[src/hdl/cv2d_pkg.sv]
// Types and constants shared by the convolution engine modules.
`default_nettype none

package cv2d_pkg;

	localparam int MODE_W     = 2;
	localparam int ROW_W      = 6;
	localparam int VALUE_W    = 16;
	localparam int SUM_W      = 36;
	localparam int DIM_W      = 7;
	localparam int KDIM_W     = 3;
	localparam int CFG_IDX_W  = 2;
	localparam int CFG_DATA_W = 7;
	localparam int COORD_W    = 9;
	localparam int PROD_W     = 32;

	localparam logic [MODE_W-1:0] MODE_WEIGHT  = 2'd0;
	localparam logic [MODE_W-1:0] MODE_PIXEL   = 2'd1;
	localparam logic [MODE_W-1:0] MODE_COMPUTE = 2'd2;

	localparam logic [CFG_IDX_W-1:0] CFG_IMAGE_WIDTH  = 2'd0;
	localparam logic [CFG_IDX_W-1:0] CFG_IMAGE_HEIGHT = 2'd1;
	localparam logic [CFG_IDX_W-1:0] CFG_KERNEL_SIZE  = 2'd2;
	localparam logic [CFG_IDX_W-1:0] CFG_PAD_SAME     = 2'd3;

	typedef struct packed {
		logic [MODE_W-1:0]         mode;
		logic [ROW_W-1:0]          row;
		logic [ROW_W-1:0]          col;
		logic signed [VALUE_W-1:0] value;
	} in_item_t;

	typedef struct packed {
		logic signed [SUM_W-1:0] sum;
		logic                    out_of_range;
	} out_item_t;

	typedef struct packed {
		logic store;
		logic start;
		logic tap;
		logic finish;
	} dp_cmd_t;

	typedef struct packed {
		logic req_bad;
		logic last_tap;
		logic out_free;
	} dp_status_t;

endpackage

`default_nettype wire

[src/hdl/cv2d_ctrl.sv]
// Controller state machine that sequences one item at a time.
`default_nettype none

module cv2d_ctrl (
	input  wire logic                          clk,
	input  wire logic                          arst_n,
	input  wire logic                          in_valid,
	input  wire logic [cv2d_pkg::MODE_W-1:0]   mode,
	input  wire cv2d_pkg::dp_status_t          st,
	output logic                               in_stall,
	output cv2d_pkg::dp_cmd_t                  cmd
);

	localparam logic [2:0] ST_IDLE   = 3'd0;
	localparam logic [2:0] ST_TAPS   = 3'd1;
	localparam logic [2:0] ST_DRAIN1 = 3'd2;
	localparam logic [2:0] ST_DRAIN2 = 3'd3;
	localparam logic [2:0] ST_DONE   = 3'd4;

	logic [2:0] state_q;
	logic [2:0] state_d;
	logic       accept;

	assign in_stall = (state_q != ST_IDLE);
	assign accept   = in_valid && (state_q == ST_IDLE);

	always_comb begin
		state_d    = state_q;
		cmd.store  = accept;
		cmd.start  = accept && (mode == cv2d_pkg::MODE_COMPUTE);
		cmd.tap    = 1'b0;
		cmd.finish = 1'b0;
		case (state_q)
			ST_IDLE: begin
				if (cmd.start) begin
					state_d = st.req_bad ? ST_DONE : ST_TAPS;
				end
			end
			ST_TAPS: begin
				cmd.tap = 1'b1;
				if (st.last_tap) begin
					state_d = ST_DRAIN1;
				end
			end
			ST_DRAIN1: state_d = ST_DRAIN2;
			ST_DRAIN2: state_d = ST_DONE;
			ST_DONE: begin
				if (st.out_free) begin
					cmd.finish = 1'b1;
					state_d    = ST_IDLE;
				end
			end
			default: state_d = ST_IDLE;
		endcase
	end

	always_ff @(posedge clk or negedge arst_n) begin
		if (!arst_n) begin
			state_q <= ST_IDLE;
		end else begin
			state_q <= state_d;
		end
	end

endmodule

`default_nettype wire

[config.mk]
export PLATFORM = sky130hd
export DESIGN_NAME = cv2d_ctrl
export DESIGN_NICKNAME = d
export VERILOG_FILES = /design/src/hdl/cv2d_pkg.sv /design/src/hdl/cv2d_ctrl.sv
export SDC_FILE = /design/constraint.sdc
export NUM_CORES = 1
export LEC_CHECK = 0
export ABC_CLOCK_PERIOD_IN_PS = 1500
export BUFFER_PORTS_ARGS = -buffer_cell sky130_fd_sc_hd__buf_2
export CAP_MARGIN = 20
export CELL_PAD_IN_SITES_DETAIL_PLACEMENT = 1
export CELL_PAD_IN_SITES_GLOBAL_PLACEMENT = 1
export CORE_AREA = 2 2 39 41
export DETAILED_ROUTE_END_ITERATION = 8
export DIE_AREA = 0 0 41 43
export PLACE_DENSITY = 0.49
export SLEW_MARGIN = 40
export SYNTH_ARGS = -nofsm -noshare
export SYNTH_HDL_FRONTEND = slang
export SYNTH_SLANG_ARGS = --single-unit
[constraint.sdc]
create_clock -name clk -period 1.5 [get_ports clk]
set_input_delay 0.15 -clock clk [delete_from_list [all_inputs] [get_ports clk]]
set_output_delay 0.15 -clock clk [all_outputs]
set_load 0.005 [all_outputs]
==> flow_summary.rst, run 1 <==
.. list-table::
   :header-rows: 1

   * - Metric
     - Value
   * - Outcome
     - complete, no violations
   * - Area grow syn2layout
     - 57.89%
   * - Final non-filler cell total
     - 59
   * - Number of distinct library cells after synthesis
     - 16
   * - Unrepaired setup endpoints after global routing
     - false
   * - Starting Density
     - 0.1546
   * - CTS tree
     - yes
   * - Synth async-reset ratio
     - 1.000
   * - Number of antenna violations at the first check in global routing
     - 0
   * - Delay of the slowest cell on the worst path
     - 0.42 ns
   * - Total power density per cell area
     - 1637 nW/um^2
   * - Class of the most critical hold timing path
     - in2reg
   * - Worst-path cell chain
     - or3_4 -> nor2_1 -> buf_2
   * - Design area
     - 337.8 um^2
   * - Core ar.
     - 1384 um^2
   * - Cell with the biggest individual delay on the critical path
     - sky130_fd_sc_hd__dfrtp_2
   * - Post-Synthesis Cell Area
     - 214.0 um^2
   * - Global-route wire length before repair
     - 952 um
   * - Total power
     - 0.5531 mW
   * - Area share of fa/ha/maj cells after synthesis
     - 0
   * - Synth Net Count
     - 33
   * - H-tree depth
     - 1
   * - Largest vdd supply drop
     - roughly 380 uV
   * - Number of port buffers
     - 12
   * - Share of the synthesized netlist area taken by xor and xnor gates
     - 0
   * - Global-route congestion overflow total
     - 0
   * - Number of register bits inferred by synthesis
     - 3
   * - Slew of the pin with the lowest slew margin
     - about 0.24 ns
   * - Final period util
     - 0.9547
   * - Share of cells above drive strength 1
     - 0.5349
   * - Syn Inst Count
     - 25
   * - Worst hold margin
     - about 0.19 ns
   * - Element type at the critical path end
     - output pin
   * - Routability cong.
     - between 0.6 and 0.7
   * - Required time of the critical path
     - 1.35 ns
   * - Routed via count
     - 248
   * - Io pins
     - 13
   * - Worst setup SP type
     - flop
   * - Number of flip-flops in the largest register
     - 3
   * - Number of flops mapped to enable cells by yosys
     - 0
   * - Yosys warning total
     - 0
   * - Detailed Place HPWL
     - 461.4 um
   * - Leading registers by flop count
     - state_q (3)
   * - Number of pins exceeding their max-slew limit in the final report
     - 0
   * - Std cell rows
     - 14
   * - Worst clock skew on the final layout
     - 0.002059 ns
   * - Worst Path Max Fanout
     - 4
   * - Aggregate negative setup slack
     - 0 ns
   * - Area fraction in compound gates after synthesis
     - 0.1404
   * - Sequential cell area fraction in the yosys report
     - 0.3509
   * - Yosys top cell area share
     - 0.3509
   * - Layout Nets
     - 52
   * - Kind of cell adding the most delay to the critical path
     - simple AND/OR/NAND/NOR gates
   * - Rel. slew slack
     - 0.8356
   * - Setup Crit Path Kind
     - reg2out
   * - Final setup violation count
     - 0
   * - Vias per cell
     - 4.203
   * - Largest area contributor in the synthesized netlist
     - sky130_fd_sc_hd__dfrtp_1
   * - Max-cap violations
     - 0
   * - Static Leakage
     - 0.1642 nW
   * - Post-synthesis mux area share
     - 0
   * - Register containing the most flip-flops in the final layout
     - state_q
   * - Final Routed Wirelength
     - 608 um
   * - Final period demand of the worst path
     - 1.432 ns
   * - Dpl cells
     - 51
   * - Router iterations before antenna repair
     - 2
   * - Detailed Route Iter0 Violations
     - 1
   * - Maximum number of pins on one net before global-route repair
     - 10
   * - Syn avg cell area
     - 8.558 um^2
   * - Ranking of synthesized cells by area
     - sky130_fd_sc_hd__dfrtp_1, sky130_fd_sc_hd__nand3b_1, sky130_fd_sc_hd__a31oi_1
   * - Number of global-route vias before repair
     - about 230
   * - Max clock buf depth
     - 2
   * - Post-route DRC violation count
     - 0
   * - Die outline area
     - between 1500 and 2000 um^2
   * - Root buf cell
     - sky130_fd_sc_hd__clkbuf_4
   * - Critical path buffers and inverters
     - 1
   * - Height of the chip
     - 43 um
   * - Clock latency reported for the late side of the worst-skew pair
     - 0.23 ns
   * - Chip width
     - 41 um
   * - Highest clock rate
     - around 700 MHz
   * - Worst endpoint data arrival time
     - 1.28 ns
   * - Area share of and/or/nand/nor cells after synthesis
     - 0.3684
   * - Clock buffers created by TritonCTS
     - 3
   * - Number of clock sinks
     - 3
   * - Main flop type after synthesis
     - sky130_fd_sc_hd__dfrtp_1
   * - Final Hold Vio Count
     - 0
   * - Main combinational cell family by area after synthesis
     - simple AND/OR/NAND/NOR gates
   * - Placed cell area
     - 275.3 um^2
   * - Number of diodes
     - 0
   * - GRT Overall Usage
     - 0.08661
   * - Number of antenna-violating nets in the routed design
     - 0
   * - Clock-pin slew reported for the worst setup and hold paths after clock tree synthesis
     - 0.04 ns
   * - Drt wl/cell
     - 10.31 um
## power by group
group | total [mW] | switching (mW) | internal [mW]
sequential | 0.162 | 0.0445 | 0.117
clock | 0.139 | 0.0398 | 0.0996
combinational | 0.252 | 0.108 | 0.144
## area by class of cell
class                      count  area (um^2)
fill                         179         1046
clock buffer                   4        26.28
multi-input combinational     17        108.9
inverter                       3        11.26
tap                           16        20.02
sequential                     3        78.83
timing repair buffer          16        92.59
## layer usage
| metal | share of wire | wire (um) | global-route usage |
|---|---|---|---|
| met1 | 0.35 | 210 | 0.09091 |
| met2 | 0.58 | 352 | 0.1250 |
| met3 | 0.074 | 45 | 0.04712 |
| met4 | 0 | 0 | 0.06000 |
| met5 | 0 | 0 | 0 |
## what timing repair did
| item | in CTS | in global routing |
|---|---|---|
| hold buffers | 1 | 0 |
| buffers inserted | 0 | 3 |
| gates resized for setup | 2 | 1 |
| hold endpoints to repair | 3 | 0 |
| setup endpoints to repair | 2 | 2 |
## through the flow
step / worst slack [ns] / util
floorplan: 0.2949 / -
global placement: 0.2763 / 0.1989
detailed placement: 0.2480 / 0.1989
CTS: 0.01286 / 0.2269
global route: 0.0009419 / 0.2441
finish: 0.06791 / 0.2441
## final timing paths
path / startpoint / to / slack, ns / depth (start not counted)
setup / recovery: state_q[1] / cmd[3] / 0.07 / 3
hold / removal: st[2] / state_q[2] / 0.19 / 3
setup reg to reg: state_q[1] / state_q[2] / 0.34 / 2
hold reg to reg: state_q[2] / state_q[1] / 0.51 / 1
max in group asynchronous: arst_n / state_q[0] / 1.14 / 2
min in group asynchronous: arst_n / state_q[2] / 0.24 / 2
## logic make-up after synthesis
family	Yosys count
and+or+nand+nor	13
AOI/OAI and AO/OA	4
DFF	3
buffers and inverters	5
## Yosys cell counts (2+ instances only)
cell type	instances
sky130_fd_sc_hd__nor2_1	3
sky130_fd_sc_hd__nand2_1	2
sky130_fd_sc_hd__a31oi_1	2
sky130_fd_sc_hd__dfrtp_1	3
sky130_fd_sc_hd__inv_1	3
sky130_fd_sc_hd__nand3b_1	2
## layout by cell type, fill, tap and decap left out, drive strengths merged
cell type	netlist	routed
nor3b	1	1
dlygate4sd3	0	1
inv	3	3
clkbuf	0	4
o31ai	1	1
or3	2	2
buf	2	15
nor4b	1	1
a21oi	1	1
nor2	3	3
nand2b	1	1
nor3	1	1
a31oi	2	2
nand3b	2	2
nand2	2	2
dfrtp	3	3
## worst register-to-register path: cells and delay by family (launching register included)
kind	cells	cell delay, ns
and+or+nand+nor	1	0.42
DFF	1	0.42
AOI/OAI and AO/OA	1	0.23
No activity file was read; power rests on OpenSTA's default activity.
==> run 2: changes to the inputs <==
--- a/config.mk
+++ b/config.mk
@@ -8,12 +8,11 @@
 export ABC_CLOCK_PERIOD_IN_PS = 1500
 export BUFFER_PORTS_ARGS = -buffer_cell sky130_fd_sc_hd__buf_2
 export CAP_MARGIN = 20
-export CELL_PAD_IN_SITES_DETAIL_PLACEMENT = 1
-export CELL_PAD_IN_SITES_GLOBAL_PLACEMENT = 1
 export CORE_AREA = 2 2 39 41
 export DETAILED_ROUTE_END_ITERATION = 8
 export DIE_AREA = 0 0 41 43
-export PLACE_DENSITY = 0.49
+export GPL_TIMING_DRIVEN = 0
+export PLACE_DENSITY = 0.38
 export SLEW_MARGIN = 40
 export SYNTH_ARGS = -nofsm -noshare
 export SYNTH_HDL_FRONTEND = slang
==> run 2 against run 1 <==
Critical path depth is the same. Worst setup slack gained 0.034 ns. Highest routed layer unchanged. Clock skew grew 0.0012 ns. Register-to-register slack lost 0.19 ns. Maximum frequency grew 2.4%. Via count shrank 1.6%. Global-route usage shrank 1.3 points. Wire length shrank 8.7%. Clock power is essentially flat. Sequential cell count is the same. Largest cell class unchanged. Final area grew 4.4%. Critical endpoint is now cmd[2].
==> flow_summary.rst, run 2 (synthesis results as in run 1) <==
.. list-table::
   :header-rows: 1

   * - Metric
     - Value
   * - Outcome
     - complete, no violations
   * - Post-route DRC violation count
     - 0
   * - Clock-pin slew reported for the worst setup and hold paths after clock tree synthesis
     - 0.04 ns
   * - Delay of the slowest cell on the worst path
     - 0.40 ns
   * - Share of cells above drive strength 1
     - 0.5556
   * - Setup Crit Path Kind
     - reg2out
   * - Number of diodes
     - 0
   * - Worst slack at placement
     - approximately 0.17 ns
   * - Root buf cell
     - sky130_fd_sc_hd__clkbuf_4
   * - Number of pins exceeding their max-slew limit in the final report
     - 0
   * - Sequential cell fraction of total power
     - 0.225
   * - Global-route congestion overflow total
     - 0
   * - Static Leakage
     - approximately 0.17 nW
   * - Number of flip-flops in the largest register
     - 3
   * - Maximum number of pins on one net before global-route repair
     - 9
   * - Clock latency reported for the late side of the worst-skew pair
     - 0.23 ns
   * - Final Routed Wirelength
     - 555 um
   * - Cell with the biggest individual delay on the critical path
     - sky130_fd_sc_hd__dfrtp_2
   * - Design internal power
     - approximately 0.4 mW
   * - Layout fillers
     - 156
   * - Share of total power in combinational logic
     - 0.545
   * - Drt wl/cell
     - 9.098 um
   * - Chip width
     - 41 um
   * - Worst Path Max Fanout
     - 4
   * - Height of the chip
     - 43 um
   * - Number of port buffers
     - 12
   * - Leading registers by flop count
     - state_q (3)
   * - Global-route wire length before repair
     - about 790 um
   * - Final Hold Vio Count
     - 0
   * - Unrepaired setup endpoints after global routing
     - false
   * - Max-cap violations
     - 0
   * - Worst setup margin
     - 0.1015 ns
   * - Final period demand of the worst path
     - 1.399 ns
   * - Routability cong.
     - 0.5897
   * - Vias per cell
     - about 4.0
   * - Largest vdd supply drop
     - 568.9 uV
   * - Std cell rows
     - 14
   * - Switching power
     - 0.2050 mW
   * - Register containing the most flip-flops in the final layout
     - state_q
   * - Io pins
     - 13
   * - Final period util
     - 0.9323
   * - Worst endpoint data arrival time
     - ~1.3 ns
   * - GRT Overall Usage
     - 0.07337
   * - Routed via count
     - 244
   * - Worst setup SP type
     - flop
   * - Max clock buf depth
     - 2
   * - Total power density per cell area
     - 1732 nW/um^2
   * - Switch share
     - 0.3356
   * - Number of antenna-violating nets in the routed design
     - 0
   * - Number of global-route vias before repair
     - 191
   * - Most common cell after layout, fill and taps aside
     - sky130_fd_sc_hd__buf_2
   * - Worst clock skew on the final layout
     - 0.003241 ns
   * - Area grow syn2layout
     - 64.91%
   * - Aggregate negative setup slack
     - 0 ns
   * - Clock buffers created by TritonCTS
     - 3
   * - Core ar.
     - 1384 um^2
   * - Most frequent cells in the layout
     - sky130_fd_sc_hd__buf_2, sky130_fd_sc_hd__buf_4
   * - Element type at the critical path end
     - output pin
   * - Fraction of power consumed by the clock network
     - 0.230
   * - Number of antenna violations at the first check in global routing
     - 0
   * - Final setup violation count
     - 0
   * - Number of clock sinks
     - 3
   * - Die outline area
     - 1763 um^2
   * - Router iterations before antenna repair
     - 2
   * - Setup slack of the most critical reg-to-reg path
     - 0.15 ns
   * - Starting Density
     - 0.1546
   * - Highest clock rate
     - a little over 700 MHz
   * - Rel. slew slack
     - 0.8417
   * - Detailed Route Iter0 Violations
     - 4
   * - Slew of the pin with the lowest slew margin
     - 0.2342 ns
   * - Layout Nets
     - 54
   * - CTS tree
     - yes
   * - Detailed Place HPWL
     - ~360 um
   * - Class of the most critical hold timing path
     - in2reg
   * - H-tree depth
     - 1
   * - Required time of the critical path
     - 1.35 ns
   * - Worst-path cell chain
     - or3_4 -> nor2_1 -> buf_2
==> run 2: cell count changes in the layout (fill, tap and decap cells not counted), sizes merged <==
cell,before,now
buf,15,17
==> run 2: what timing repair did <==
item | CTS | global route
hold buffers | 1 | 0
setup endpoints to repair | 1 | 0
resized for setup | 3 | 0
buffers inserted | 5 | 0
hold endpoints to repair | 3 | 0
==> run 2: final timing paths <==
kind	end	startpoint	cells after the start
max in group asynchronous	state_q[0]	arst_n	2
min	state_q[2]	st[2]	3
max reg2reg	state_q[2]	state_q[1]	4
max	cmd[2]	state_q[1]	3
min reg2reg	state_q[1]	state_q[2]	2
min in group asynchronous	state_q[2]	arst_n	2
==> run 2: worst max-delay path: cells and delay by family (launching register included) <==
family	cells	cell delay [ns]
buffers and inverters	1	0.11
flip-flops	1	0.40
AND/OR/NAND/NOR	2	0.50
==> run 2: final cells by class <==
class                           instances  area (um^2)  share of cell area
Tap cell                               16        20.02             0.05674
Clock buffer                            4        26.28             0.07447
Timing Repair Buffer                   18        107.6              0.3050
Multi-Input combinational cell         17        108.9              0.3085
Sequential cell                         3        78.83              0.2234
Inverter                                3        11.26             0.03191
==> run 2: power by group through the flow <==
stage	Combinational (mW)	Clock [mW]	Sequential, mW
6_report	0.333	0.141	0.138
5_1_grt	0.359	0.157	0.140
4_1_cts	0.334	0.145	0.138
3_5_place_dp	0.248	0	0.152
3_3_place_gp	0.252	0	0.152
2_1_floorplan	0.173	0	0.142
==> run 2: routing by layer <==
| layer | up-vias | GRT usage | routed length [um] |
|---|---|---|---|
| met5 | - | 0 | 0 |
| met4 | 0 | 0.08000 | 0 |
| met3 | 0 | 0.03141 | 25 |
| met2 | 8 | 0.09375 | 284 |
| met1 | 109 | 0.08065 | 245 |
| li1 | 127 | - | - |
==> run 2: per-stage QoR <==
stage	utilization	power [mW]	instance area [um^2]	hold slack, ns	cells
final	0.2550	0.6110	352.8	0.1759	61
after global routing	0.2550	0.6560	352.8	0.1950	61
after CTS	0.2550	0.6165	352.8	0.1754	61
after detailed placement	0.2125	0.4005	294.0	-0.05180	53
after global placement	0.2125	0.4039	294.0	-0.05208	53
after floorplan	-	0.3148	214.0	-0.1456	25
==> run 3: changes to the inputs <==
--- a/config.mk
+++ b/config.mk
@@ -13,7 +13,8 @@
 export DIE_AREA = 0 0 41 43
 export GPL_TIMING_DRIVEN = 0
 export PLACE_DENSITY = 0.38
-export SLEW_MARGIN = 40
+export REMOVE_ABC_BUFFERS = 1
+export SLEW_MARGIN = 20
 export SYNTH_ARGS = -nofsm -noshare
 export SYNTH_HDL_FRONTEND = slang
 export SYNTH_SLANG_ARGS = --single-unit
==> run 3 against run 2 <==
Worst setup slack got worse by 0.036 ns. Critical path depth unchanged. Wire length decreased by 2.9%. Clock skew decreased by 0.00091 ns. Global-route usage increased by 0.49 points. Non-clock buffer count decreased by 2. Final area decreased by 4.6%. Final cell count decreased by 3.3%. Critical endpoint unchanged. Sequential power increased by 14%. Maximum frequency decreased by 2.5%.
==> flow_summary.rst, run 3 (synthesis results as in run 1) <==
.. list-table::
   :header-rows: 1

   * - Metric
     - Value
   * - Number of antenna-violating nets in the routed design
     - 0
   * - Element type at the critical path end
     - output pin
   * - Required time of the critical path
     - 1.35 ns
   * - Number of clock sinks
     - 3
   * - Share of cells above drive strength 1
     - 0.5116
   * - GRT Overall Usage
     - 0.07831
   * - Maximum number of pins on one net before global-route repair
     - 10
   * - Die outline area
     - 1763 um^2
   * - Router iterations before antenna repair
     - 1
   * - Slew of the pin with the lowest slew margin
     - around 0.25 ns
   * - Total power density per cell area
     - around 1600 nW/um^2
   * - Final period util
     - 0.9563
   * - Delay of the slowest cell on the worst path
     - 0.43 ns
   * - Max-cap violations
     - 0
   * - Root buf cell
     - sky130_fd_sc_hd__clkbuf_4
   * - Worst hold margin
     - 0.1770 ns
   * - Register containing the most flip-flops in the final layout
     - state_q
   * - Worst clock skew on the final layout
     - 0.002331 ns
   * - Aggregate negative setup slack
     - 0 ns
   * - Clock-pin slew reported for the worst setup and hold paths after clock tree synthesis
     - 0.04 ns
   * - Routed via count
     - 238
   * - Core ar.
     - 1384 um^2
   * - Design area
     - 336.6 um^2
   * - Area of the multi-input gates
     - approximately 110 um^2
   * - Std cell rows
     - 14
   * - Leading registers by flop count
     - state_q (3)
   * - Worst Path Max Fanout
     - 6
   * - Worst endpoint data arrival time
     - 1.28 ns
   * - Highest clock rate
     - 697.1 MHz
   * - Max clock buf depth
     - 2
   * - Post-route DRC violation count
     - 0
   * - Layout fillers
     - 161
   * - Number of antenna violations at the first check in global routing
     - 0
   * - Height of the chip
     - 43 um
   * - Io pins
     - 13
   * - Total power
     - 0.5522 mW
   * - Vias per cell
     - 4.034
   * - Detailed Route Iter0 Violations
     - 0
   * - Chip width
     - 41 um
   * - Final Routed Wirelength
     - about 540 um
   * - Placed cell area
     - 275.3 um^2
   * - Clock buffers created by TritonCTS
     - 3
   * - Number of flip-flops in the largest register
     - 3
   * - Unrepaired setup endpoints after global routing
     - false
   * - Most frequent cells in the layout
     - sky130_fd_sc_hd__buf_2, sky130_fd_sc_hd__inv_1, sky130_fd_sc_hd__nor2_1, sky130_fd_sc_hd__clkbuf_4, sky130_fd_sc_hd__buf_4
   * - Number of pins exceeding their max-slew limit in the final report
     - 0
   * - Setup Crit Path Kind
     - reg2out
   * - Rel. slew slack
     - 0.8337
   * - Sequential cell area in the final layout
     - 77.57 um^2
   * - Most common cell after layout, fill and taps aside
     - sky130_fd_sc_hd__buf_2
   * - Final setup violation count
     - 0
   * - Class of the most critical hold timing path
     - in2reg
   * - Layout Nets
     - 52
   * - Static Leakage
     - 0.1657 nW
   * - H-tree depth
     - 1
   * - Routability cong.
     - 0.5908
   * - Global-route congestion overflow total
     - 0
   * - Number of diodes
     - 0
   * - Largest vdd supply drop
     - 545.8 uV
   * - Drt wl/cell
     - a little over 9 um
   * - Outcome
     - complete, no violations
   * - Starting Density
     - 0.1546
   * - Clock latency reported for the late side of the worst-skew pair
     - 0.24 ns
   * - Area grow syn2layout
     - 57.31%
   * - Number of port buffers
     - 12
   * - Final Hold Vio Count
     - 0
   * - Final period demand of the worst path
     - 1.435 ns
   * - Cell with the biggest individual delay on the critical path
     - sky130_fd_sc_hd__dfrtp_2
   * - Worst-path cell chain
     - or3_4 -> nor2_1 -> buf_2
   * - Number of global-route vias before repair
     - around 220
   * - Worst setup SP type
     - flop
   * - CTS tree
     - yes
   * - Global-route wire length before repair
     - roughly 880 um
[run 3: cell count changes in the layout (fill, tap and decap cells not counted)]
cell / before / now
sky130_fd_sc_hd__dfrtp_1: 0 / 1
sky130_fd_sc_hd__buf_4: 5 / 3
sky130_fd_sc_hd__dfrtp_2: 3 / 2
[run 3: stage by stage]
step | setup WS (ns) | util | cells
2_1_floorplan | 0.3717 | - | 23
3_3_place_gp | 0.2534 | 0.1989 | 51
3_5_place_dp | 0.2613 | 0.1989 | 51
4_1_cts | 0.003242 | 0.2251 | 56
5_1_grt | 0.02088 | 0.2432 | 59
6_report | 0.06548 | 0.2432 | 59
[run 3: final timing paths]
check                      cells past startpoint  slack (ns)        from    endpoint
max                                            3        0.07  state_q[0]      cmd[2]
min                                            3        0.18       st[2]  state_q[2]
max reg2reg                                    2        0.37  state_q[0]  state_q[2]
min reg2reg                                    1        0.55  state_q[2]  state_q[1]
max in group asynchronous                      2        1.15      arst_n  state_q[0]
min in group asynchronous                      2        0.24      arst_n  state_q[1]
[run 3: layout make-up]
class	count	share of cell area
Timing Repair Buffer	16	0.2751
Tap cell	16	0.05948
Clock buffer	4	0.07807
Sequential cell	3	0.2305
Inverter	3	0.03346
Multi-Input combinational cell	17	0.3234
[run 3: critical path, delay by kind of cell (launching register included)]
kind | cells | cell delay, ns
flip-flops | 1 | 0.43
AND/OR/NAND/NOR | 2 | 0.51
buffers and inverters | 1 | 0.11
[run 3: where the power goes]
group / leakage, nW / switching [mW] / internal, mW / total [mW]
sequential: 0.0367 / 0.0424 / 0.115 / 0.158
combinational: 0.114 / 0.105 / 0.145 / 0.250
clock: 0.0150 / 0.0442 / 0.0998 / 0.144
total: 0.166 / 0.192 / 0.360 / 0.552
[run 3: metal layers]
metal	GRT usage	routed length, um	share of wire	vias up
met5	0	0	0	-
met4	0.08000	18	0.033	0
met3	0.04712	77	0.14	2
met2	0.08125	218	0.40	14
met1	0.09968	225	0.42	101
li1	-	-	-	121
[run 3: repair_timing]
item,in CTS,in global routing
endpoints found under the hold margin,3,0
setup buffers,0,3
setup endpoints to repair,0,2
hold buffers,1,0
gates resized for setup,0,2
